## config.mk

```make
export PLATFORM = sky130hd
export DESIGN_NAME = binary_cross_entropy_loss
export DESIGN_NICKNAME = d
export VERILOG_FILES = /design/src/hw/rtl/bce_pkg.sv /design/src/hw/rtl/bce_log.sv /design/src/hw/rtl/bce_mix.sv /design/src/hw/rtl/binary_cross_entropy_loss.sv
export SDC_FILE = /design/constraint.sdc
export NUM_CORES = 2
export LEC_CHECK = 0
export BUFFER_PORTS_ARGS = -buffer_cell sky130_fd_sc_hd__buf_4
export CAP_MARGIN = 20
export CORE_ASPECT_RATIO = 0.9
export CORE_UTILIZATION = 29
export DETAILED_ROUTE_END_ITERATION = 12
export HOLD_SLACK_MARGIN = 0.05
export SYNTH_ARGS = -nofsm -noshare
export SYNTH_HDL_FRONTEND = slang
export SYNTH_HIERARCHICAL = 1
export SYNTH_SLANG_ARGS = --single-unit
```

## constraint.sdc

```tcl
create_clock -name clock -period 14.9 [get_ports clock]
set_input_delay 0.745 -clock clock [delete_from_list [all_inputs] [get_ports clock]]
set_output_delay 0.745 -clock clock [all_outputs]
set_load 0.02 [all_outputs]
```

## src/hw/rtl/bce_pkg.sv

```systemverilog
// Shared types, widths, and the log table for the binary cross-entropy pipeline.
package bce_pkg;

   // Fraction bits of probability, label, and loss; works from 8 to 24.
   localparam int FRAC_BITS = 16;

   localparam int IN_W    = FRAC_BITS + 1;
   localparam int OUT_W   = FRAC_BITS + 7;
   localparam int KW      = $clog2(IN_W);
   localparam int MANT_W  = 24;
   localparam int SHIFT_W = 5;
   localparam int IDX_W   = 4;
   localparam int REM_W   = MANT_W - IDX_W;
   localparam int TAB_W   = 16;
   localparam int TAB_IW  = IDX_W + 1;
   localparam int DIFF_W  = 12;
   localparam int PROD_W  = 32;
   localparam int LNM_W   = 17;
   localparam int WHOLE_W = 21;
   localparam int NL_W    = 23;
   localparam int MUL_W   = IN_W + NL_W;
   localparam int SUM_W   = MUL_W + 1;
   localparam int NUM_STAGES = 5;

   localparam logic [IN_W-1:0]    ONE_FX   = {1'b1, {FRAC_BITS{1'b0}}};
   localparam logic [NL_W-1:0]    CLIP_Q16 = NL_W'(100) << 16;
   localparam logic [TAB_W-1:0]   LN_TWO   = 16'd45426;
   localparam logic [OUT_W-1:0]   LOSS_MAX = OUT_W'(100) << FRAC_BITS;

   typedef struct packed {
      logic [IN_W-1:0] pred_prob;
      logic [IN_W-1:0] label_value;
      logic            is_last;
   } req_data_type;

   typedef struct packed {
      logic [OUT_W-1:0] loss_value;
      logic             last_out;
   } rsp_data_type;

   // One load enable per pipeline stage.
   typedef struct packed {
      logic norm;
      logic interp;
      logic finish;
      logic scale;
      logic total;
   } pipe_load_type;

   // ln(1 + i/16) in Q16.
   function automatic logic [TAB_W-1:0] ln_tab(input logic [TAB_IW-1:0] idx);
      logic [TAB_W-1:0] val;
      unique case (idx)
         5'd0:    val = 16'd0;
         5'd1:    val = 16'd3973;
         5'd2:    val = 16'd7719;
         5'd3:    val = 16'd11262;
         5'd4:    val = 16'd14624;
         5'd5:    val = 16'd17821;
         5'd6:    val = 16'd20870;
         5'd7:    val = 16'd23783;
         5'd8:    val = 16'd26573;
         5'd9:    val = 16'd29248;
         5'd10:   val = 16'd31818;
         5'd11:   val = 16'd34292;
         5'd12:   val = 16'd36675;
         5'd13:   val = 16'd38975;
         5'd14:   val = 16'd41196;
         5'd15:   val = 16'd43345;
         5'd16:   val = 16'd45426;
         default: val = 16'd0;
      endcase
      return val;
   endfunction

endpackage

```

## src/hw/rtl/bce_log.sv

```systemverilog
// Three-stage clipped negative natural log of a fixed-point probability.
module bce_log (
   input  logic                          clock,
   input  bce_pkg::pipe_load_type        load,
   input  logic [bce_pkg::IN_W-1:0]      x,
   output logic [bce_pkg::NL_W-1:0]      nl
);

   // Stage 1: normalize.
   logic [bce_pkg::KW-1:0]      k_in, k_ff;
   logic [bce_pkg::MANT_W-1:0]  f_in, f_ff;
   logic                        zero_in, zero1_ff;
   logic [bce_pkg::SHIFT_W-1:0] shift_amt;
   logic [bce_pkg::MANT_W:0]    x_shifted;

   always_comb begin
      k_in = '0;
      for (int i = 0; i < bce_pkg::IN_W; i++) begin
         if (x[i]) begin
            k_in = bce_pkg::KW'(i);
         end
      end
   end

   // The leading one lands on the bit just above the mantissa and drops off.
   assign shift_amt = bce_pkg::SHIFT_W'(bce_pkg::MANT_W) - bce_pkg::SHIFT_W'(k_in);
   assign x_shifted = (bce_pkg::MANT_W+1)'(x) << shift_amt;
   assign f_in      = x_shifted[bce_pkg::MANT_W-1:0];
   assign zero_in   = (x == '0);

   always_ff @(posedge clock) begin
      if (load.norm) begin
         k_ff     <= k_in;
         f_ff     <= f_in;
         zero1_ff <= zero_in;
      end
   end

   // Stage 2: table lookup, slope times remainder, whole-octave term.
   logic [bce_pkg::IDX_W-1:0]   idx;
   logic [bce_pkg::REM_W-1:0]   rem;
   logic [bce_pkg::TAB_W-1:0]   t_lo_in, t_lo_ff, t_hi;
   logic [bce_pkg::DIFF_W-1:0]  diff;
   logic [bce_pkg::PROD_W-1:0]  prod_in, prod_ff;
   logic [bce_pkg::WHOLE_W-1:0] whole_in, whole_ff;
   logic                        zero2_ff;

   assign idx      = f_ff[bce_pkg::MANT_W-1 -: bce_pkg::IDX_W];
   assign rem      = f_ff[bce_pkg::REM_W-1:0];
   assign t_lo_in  = bce_pkg::ln_tab({1'b0, idx});
   assign t_hi     = bce_pkg::ln_tab({1'b0, idx} + bce_pkg::TAB_IW'(1));
   assign diff     = bce_pkg::DIFF_W'(t_hi - t_lo_in);
   assign prod_in  = bce_pkg::PROD_W'(diff) * bce_pkg::PROD_W'(rem);
   assign whole_in = bce_pkg::WHOLE_W'(bce_pkg::KW'(bce_pkg::FRAC_BITS) - k_ff)
                     * bce_pkg::WHOLE_W'(bce_pkg::LN_TWO);

   always_ff @(posedge clock) begin
      if (load.interp) begin
         t_lo_ff  <= t_lo_in;
         prod_ff  <= prod_in;
         whole_ff <= whole_in;
         zero2_ff <= zero1_ff;
      end
   end

   // Stage 3: round the interpolation, subtract, clip.
   logic [bce_pkg::PROD_W:0]    prod_rnd;
   logic [bce_pkg::LNM_W-1:0]   lnm;
   logic [bce_pkg::WHOLE_W-1:0] lnm_ext, delta;
   logic [bce_pkg::NL_W-1:0]    delta_ext, nl_in, nl_ff;

   assign prod_rnd  = (bce_pkg::PROD_W+1)'(prod_ff) + ((bce_pkg::PROD_W+1)'(1) << (bce_pkg::REM_W-1));
   assign lnm       = bce_pkg::LNM_W'(t_lo_ff)
                      + bce_pkg::LNM_W'(prod_rnd[bce_pkg::PROD_W:bce_pkg::REM_W]);
   assign lnm_ext   = bce_pkg::WHOLE_W'(lnm);
   assign delta     = whole_ff - lnm_ext;
   assign delta_ext = bce_pkg::NL_W'(delta);

   always_comb begin
      priority if (zero2_ff) begin
         nl_in = bce_pkg::CLIP_Q16;
      end else if (whole_ff <= lnm_ext) begin
         nl_in = '0;
      end else if (delta_ext > bce_pkg::CLIP_Q16) begin
         nl_in = bce_pkg::CLIP_Q16;
      end else begin
         nl_in = delta_ext;
      end
   end

   always_ff @(posedge clock) begin
      if (load.finish) begin
         nl_ff <= nl_in;
      end
   end

   assign nl = nl_ff;

endmodule

```

## src/hw/rtl/bce_mix.sv

```systemverilog
// Two-stage label weighting of both log terms, rounding, and saturation.
module bce_mix (
   input  logic                         clock,
   input  bce_pkg::pipe_load_type       load,
   input  logic [bce_pkg::IN_W-1:0]     label,
   input  logic [bce_pkg::NL_W-1:0]     nl_pos,
   input  logic [bce_pkg::NL_W-1:0]     nl_neg,
   output logic [bce_pkg::OUT_W-1:0]    loss
);

   localparam int SHR_W = bce_pkg::SUM_W - 16;

   logic [bce_pkg::IN_W-1:0]  label_inv;
   logic [bce_pkg::MUL_W-1:0] prod_pos_in, prod_pos_ff, prod_neg_in, prod_neg_ff;

   assign label_inv   = bce_pkg::ONE_FX - label;
   assign prod_pos_in = bce_pkg::MUL_W'(label) * bce_pkg::MUL_W'(nl_pos);
   assign prod_neg_in = bce_pkg::MUL_W'(label_inv) * bce_pkg::MUL_W'(nl_neg);

   always_ff @(posedge clock) begin
      if (load.scale) begin
         prod_pos_ff <= prod_pos_in;
         prod_neg_ff <= prod_neg_in;
      end
   end

   logic [bce_pkg::SUM_W-1:0] sum_rnd;
   logic [SHR_W-1:0]          sum_q;
   logic [bce_pkg::OUT_W-1:0] loss_in, loss_ff;

   // The log terms are Q16, so the sum drops 16 bits with round-half-up.
   assign sum_rnd = bce_pkg::SUM_W'(prod_pos_ff) + bce_pkg::SUM_W'(prod_neg_ff)
                    + (bce_pkg::SUM_W'(1) << 15);
   assign sum_q   = sum_rnd[bce_pkg::SUM_W-1:16];
   assign loss_in = (sum_q > SHR_W'(bce_pkg::LOSS_MAX)) ? bce_pkg::LOSS_MAX
                                                         : bce_pkg::OUT_W'(sum_q);

   always_ff @(posedge clock) begin
      if (load.total) begin
         loss_ff <= loss_in;
      end
   end

   assign loss = loss_ff;

endmodule

```

## src/hw/rtl/binary_cross_entropy_loss.sv

```systemverilog
// Throughput: one beat per cycle while rsp_stall is low.
// Each stage moves on when it is empty or the next one moves.
// The clamp and leading-one shift, the table interpolation multiply, the log subtract and
// clip, the label multiplies, and the final sum and saturation each get a stage of their
// own, which sets the five-stage depth.
// Reset clears the stage valid bits only; the block is ready in the cycle after reset.
module binary_cross_entropy_loss (
   input  logic                   clock,
   input  logic                   reset,
   input  logic                   req_valid,
   output logic                   req_stall,
   input  bce_pkg::req_data_type  req_data,
   output logic                   rsp_valid,
   input  logic                   rsp_stall,
   output bce_pkg::rsp_data_type  rsp_data
);

   localparam int NS = bce_pkg::NUM_STAGES;

   logic [NS-1:0] valid_ff, valid_in, adv;
   bce_pkg::pipe_load_type load;

   always_comb begin
      adv[NS-1] = !valid_ff[NS-1] || !rsp_stall;
      for (int s = NS - 2; s >= 0; s--) begin
         adv[s] = !valid_ff[s] || adv[s+1];
      end
   end

   assign valid_in = {valid_ff[NS-2:0], req_valid};

   always_ff @(posedge clock) begin
      if (reset) begin
         valid_ff <= '0;
      end else begin
         for (int s = 0; s < NS; s++) begin
            if (adv[s]) begin
               valid_ff[s] <= valid_in[s];
            end
         end
      end
   end

   assign load.norm   = adv[0];
   assign load.interp = adv[1];
   assign load.finish = adv[2];
   assign load.scale  = adv[3];
   assign load.total  = adv[4];

   assign req_stall = !adv[0];
   assign rsp_valid = valid_ff[NS-1];

   // Inputs above one saturate to one.
   logic [bce_pkg::IN_W-1:0] prob_sat, prob_inv, label_sat;

   assign prob_sat  = (req_data.pred_prob > bce_pkg::ONE_FX) ? bce_pkg::ONE_FX
                                                             : req_data.pred_prob;
   assign label_sat = (req_data.label_value > bce_pkg::ONE_FX) ? bce_pkg::ONE_FX
                                                               : req_data.label_value;
   assign prob_inv  = bce_pkg::ONE_FX - prob_sat;

   logic [bce_pkg::NL_W-1:0] nl_pos, nl_neg;

   bce_log u_log_pos (
      .clock (clock),
      .load  (load),
      .x     (prob_sat),
      .nl    (nl_pos)
   );

   bce_log u_log_neg (
      .clock (clock),
      .load  (load),
      .x     (prob_inv),
      .nl    (nl_neg)
   );

   // The label rides alongside the log stages; the last flag rides alongside every stage.
   logic [bce_pkg::IN_W-1:0] label1_ff, label2_ff, label3_ff;
   logic [NS-1:0]            last_ff;

   always_ff @(posedge clock) begin
      if (adv[0]) begin
         label1_ff  <= label_sat;
         last_ff[0] <= req_data.is_last;
      end
      if (adv[1]) begin
         label2_ff  <= label1_ff;
         last_ff[1] <= last_ff[0];
      end
      if (adv[2]) begin
         label3_ff  <= label2_ff;
         last_ff[2] <= last_ff[1];
      end
      if (adv[3]) begin
         last_ff[3] <= last_ff[2];
      end
      if (adv[4]) begin
         last_ff[4] <= last_ff[3];
      end
   end

   logic [bce_pkg::OUT_W-1:0] loss;

   bce_mix u_mix (
      .clock  (clock),
      .load   (load),
      .label  (label3_ff),
      .nl_pos (nl_pos),
      .nl_neg (nl_neg),
      .loss   (loss)
   );

   assign rsp_data.loss_value = loss;
   assign rsp_data.last_out   = last_ff[NS-1];

`ifndef SYNTHESIS
   // An open output lets every stage move, so the input is never held.
   assert property (@(posedge clock) disable iff (reset) !rsp_stall |-> !req_stall)
      else $error("input stalled while output is open");

   // An empty first stage always takes a beat.
   assert property (@(posedge clock) disable iff (reset) !valid_ff[0] |-> !req_stall)
      else $error("input stalled with empty first stage");

   // A full pipeline behind a stalled output must hold the input.
   assert property (@(posedge clock) disable iff (reset)
      (rsp_stall && (&valid_ff)) |-> req_stall)
      else $error("full pipeline accepted a beat");

   // The loss never exceeds the clip value.
   assert property (@(posedge clock) disable iff (reset)
      rsp_valid |-> (rsp_data.loss_value <= bce_pkg::LOSS_MAX))
      else $error("loss above clip value");
`endif

endmodule

```

# Yosys cells after proc, flatten, opt, wreduce, memory -nomap -nowiden
# Memories as Yosys holds them, arrays and structs flattened. A register that Yosys moved wholly into a read port is not among the register bits.
# Index checks and enable logic that the tools add are counted.
# word_totals
memories	4
output_inout_bits	26
reg_bits	408
romBits	1536
word_cells	126
# op_classes
order_cmp	7
multipliers	6
shifts	2
n_reduce_logical	16
n_addsub	18
muxes	39
# memory_table
name	words	word_bits	read_ports	rd_ports_with_merged_regs	write_ports	line_no	rtl
(name not given)	32	16	1	0	0	bce_pkg.sv:53	unique case (idx)
(name not given)	32	16	1	0	0	bce_pkg.sv:53	
(name not given)	16	16	1	1	0	bce_pkg.sv:53	
(name not given)	16	16	1	1	0	bce_pkg.sv:53	
# ops
cell	n
$mux 23	4
$mul 17x23->40	2
$mux 4	18
$add 32x20->33 const B	2
$mul 12x20->32	2
$shl 17x5->24	2
$gt 21x23->1 const B	2
$le 21x17->1	2
$mul 21x15->20 const B	2
$sub 21x17->21	2
$add 40x40->41	1
$add 41x16->41 const B	1
$add 16x13->17	2
$gt 17x17->1 const B	2
$logic_not 17->1	2
$sub 17x17->17 const A	2
$gt 25x23->1 const B	1
$mux 3	8
$sub 12x12->12	2
$mux 17	1
$sub 5x5->6 const A	2
$add 4x1->5 const B	2
$mux 5	2
$sub 5x5->5 const A	2
5 further kinds	20

# Longest topological paths before layout
# logic_depth
depth_word	22
depth_mapped	41

# Hierarchy
# Netlist, hierarchy kept.
# by_module_without_submodules
module	instances	cells_per_inst	area_each_um2	seq_area_each_um2
bce_mix	1	3385	30676.9	3093.0
bce_log at u_log_neg	1	1918	17428.0	3383.2
bce_log at u_log_pos	1	1821	16900.0	3383.2
binary_cross_entropy_loss	1	194	2610.0	1781.7

# Least setup slack after synthesis
# OpenSTA, ideal clock, no wires.
# synth_path
kind	reg2reg
from	register u_log_pos/f_ff[21] (netlist bit)
to	register u_log_pos/prod_ff[31] (netlist bit), data pin
slack_ps	5754
arrival_ps	8886
path_stages_with_launch	39
path_cell_list	edfxtp_1 ha_1 inv_1 ha_1 clkbuf_1 buf_1 a21oi_1 nor2_1 a2bb2oi_1 ha_1 nor2b_1 o21ai_0 a21boi_0 o21ai_0 a21boi_0 o21ai_0 a21boi_0 or4b_2 [3 not listed] fa_1 fa_1 fa_1 fa_1 inv_1 fa_1 inv_1 ha_1 nand4_1 nor2_1 nand2_1 o211a_1 nor3_1 nor3_1 o31ai_1 a21oi_1 o21bai_1 xnor2_1
# synth_via
elab_chain_len	4
# synth_lines
element	line_no	rtl
from (decl)	bce_log.sv:11	logic [bce_pkg::MANT_W-1:0] f_in, f_ff;
from (signal assigned)	bce_log.sv:34	f_ff <= f_in;
$add 4x1->5	bce_log.sv:51	assign t_hi = bce_pkg::ln_tab({1'b0, idx} + bce_pkg::TAB_IW'(1));
$mem_v2 32x16	-	
$sub 12x12->12	bce_log.sv:52	assign diff = bce_pkg::DIFF_W'(t_hi - t_lo_in);
$mul 12x20->32	bce_log.sv:53	assign prod_in = bce_pkg::PROD_W'(diff) * bce_pkg::PROD_W'(rem);
via u_log_pos.prod_in, one bit	bce_log.sv:44	logic [bce_pkg::PROD_W-1:0] prod_in, prod_ff;
to (signal assigned)	bce_log.sv:60	prod_ff <= prod_in;
to (decl)	bce_log.sv:44	
# The timed path passes the listed nets, and every way through them passes these cells.
# A chain may end at the register's enable or synchronous reset.

# Worst setup path in the final report
# layout_path
from	register u_log_pos/f_ff[20] (netlist bit)
to	register u_log_pos/prod_ff[31] (netlist bit), data pin
# Same word-level chain as after synthesis.

==> metrics <==
initial DRC count=3496; first-pass GRT wire length=278000 um; HP Start=req_data[0]; crit start category=flop; Most used DFF post-synth=edfxtp_1; Hold Fails Final Rpt=0; largest net degree at the start of global routing=82; fraction of final layout cells sized beyond drive strength 1=4.62%; final period utilization=70.9%; Pre-antenna DRT Iters=6; gr usage total=14.5%; H-tree lvl count=2; Synth Warn #=6; fillers=23800; RR Startpoint=u_log_pos/f_ff[20]; number of synthesized register bits=400; number of synthesized flops with an enable pin=363; initial antenna violation count=6; via-per-instance ratio=4.76; Crit-path slowest cell=ha_1; run status=finished clean; Worst slew margin=25.3%; routability cong.=0.877; Hold EP=last_ff[0]; Unique masters post-synth=115; P&R area growth vs syn=7.76%; total CTS buffers=48; Mapped Cells=7318; CP dominant cell by count=fa_1; reg2reg end=u_log_pos/prod_ff[31]; full die area=235000 sq um; nets=8940; fmax=0.0947 GHz; number of port buffers=64; Crit path max-delay family=adder cells; Detailed Place HPWL=134000 um; crit path buf inv count=4; area occupied by multi-input gates=49400 sq um; Die X-Extent=511 um; library cell with the highest instance count after synthesis=inv_1; initial core utilization=29.3%; Worst R2R Setup Slack=4.34 ns; Final Critical Period=10.56 ns; post-synth top area share=30.7%; DR vias=48900; CTS Hold Bufs=0; num rows=167; FFs w/ async S/R, synth=0%; endpoints failing setup=0; Max-Cap Viols=0; Commonest cells post-synth=1449 x inv_1, 1036 x fa_1, 996 x nand2_1; Die Y=460 um; TritonCTS clock tree=built; Post-DRT Antenna Nets=0; total gr overflow=0; Max Slew Vio Count=0; Worst Path Arrival=10.96 ns; kind of critical path=flop to flop; routed len/inst=16.7 um; Root Driver=clkbuf_16; Placeable Area=231000 sq um; post-cts resize count=0; hold path cells=1; final setup TNS=0 ns; Synth Area per Inst=9.24 sq um; post-CTS setup buffers=0; Fin Clk Skew=0.0475 ns; worst skew pair latency=0.65 ns; Crit Path Max Fanout=20; worst min path class=input pin to flop; R2R cell count=36; Max clock buf depth=3; cell taking the most area after synthesis=fa_1; crit-path max cell delay=0.63 ns; CP endpoint kind=flop; Storage cell area=11600 sq um; worst slew pin tran=1.12 ns; vias in the first global route=51700; RSZ-0062 raised after global routing=no; Reg clk slew, reported paths=0.07 ns; top cells by area, synth=fa_1 31%, edfxtp_1 16%, ha_1 13%, inv_1 8.0%, nand2_1 5.5%; mapped cell area=67600 sq um; clk sinks=400; Critical Path RT=15.30 ns; I/O Pins=65; sequential area share after synthesis=17.2%; final wirelength=171000 um; DRC Markers=0
cell type report:
| type | instances | area share, % |
|---|---|---|
| multi-input combinational | 5149 | 67.8 |
| sequential | 400 | 16.0 |
| inverter | 1456 | 7.51 |
| tap | 3042 | 5.22 |
| clock buffer | 53 | 1.70 |
| timing repair buffer | 129 | 1.33 |
| clock inverter | 36 | 0.493 |
| antenna | 3 | 0.0103 |
through the flow:
stage          util [%]  area (sq um)  setup WS, ns  instances  hold WS [ns]
2_1_floorplan         -         67600          5.75       7324         0.386
3_3_place_gp       30.9         71200          4.54      10200         0.389
3_5_place_dp       30.9         71200          4.40      10200         0.389
4_1_cts            31.5         72800          4.34      10300         0.225
5_1_grt            31.6         72900          3.47      10300         0.242
6_report           31.6         72900          4.34      10300         0.273
registers in the layout, summed over array words and instances (netlist names), 13 cells and up:
name	flops
u_log_neg/prod_ff	13
u_log_neg/whole_ff	20
u_log_pos/prod_ff	13
u_log_pos/nl	22
label3_ff	17
u_log_pos/whole_ff	20
label1_ff	17
u_log_neg/f_ff	24
u_mix/prod_pos_ff	40
u_log_pos/f_ff	24
u_log_neg/nl	22
u_mix/prod_neg_ff	40
label2_ff	17
u_mix/loss	23
u_log_neg/t_lo_ff	16
u_log_pos/t_lo_ff	16
u_log_neg/t_lo_in	16
u_log_pos/t_lo_in	16
per-layer routing:
metal	share of wire (%)	GRT usage [%]
met3	6.0	2.37
met1	46	19.9
met4	1.9	3.04
met5	0	0
met2	46	24.0
how the worst max path moves through the flow:
stage / from / end / slack (ns) / cells past startpoint
after floorplan: u_log_pos/f_ff[21] / u_log_pos/prod_ff[31] / 5.75 / 38
after global placement: u_log_pos/f_ff[20] / u_log_pos/prod_ff[31] / 4.54 / 36
after detailed placement: u_log_pos/f_ff[20] / u_log_pos/prod_ff[31] / 4.40 / 36
after CTS: u_log_pos/f_ff[20] / u_log_pos/prod_ff[31] / 4.34 / 36
after global routing: u_log_pos/f_ff[20] / u_log_pos/prod_ff[31] / 3.47 / 36
final: u_log_pos/f_ff[20] / u_log_pos/prod_ff[31] / 4.34 / 36
cell usage in the layout (no fill, tap or decap), types with 113 or more instances in the layout:
cell type	n
o21ai_0	146
nor2_1	247
ha_1	681
edfxtp_1	363
xnor2_1	163
a21oi_1	199
inv_1	1447
fa_1	1036
nand2_1	994
buf_4	127
and2_1	368
nand2b_1	113
logic make-up after synthesis:
family	after synthesis	share of synthesized area [%]
AO/OA/AOI/OAI	794	7.91
buffers and inverters	1775	10.1
XOR/XNOR	277	3.59
adder cells (fa/ha/maj)	1717	43.3
AND/OR/NAND/NOR	2232	16.0
other	2	0.0111
flip-flops	400	17.2
multiplexers	121	1.94
Power is left out: the tool's default activity adds up to more than one toggle a clock period on the data nets, which glitch-free logic cannot reach.
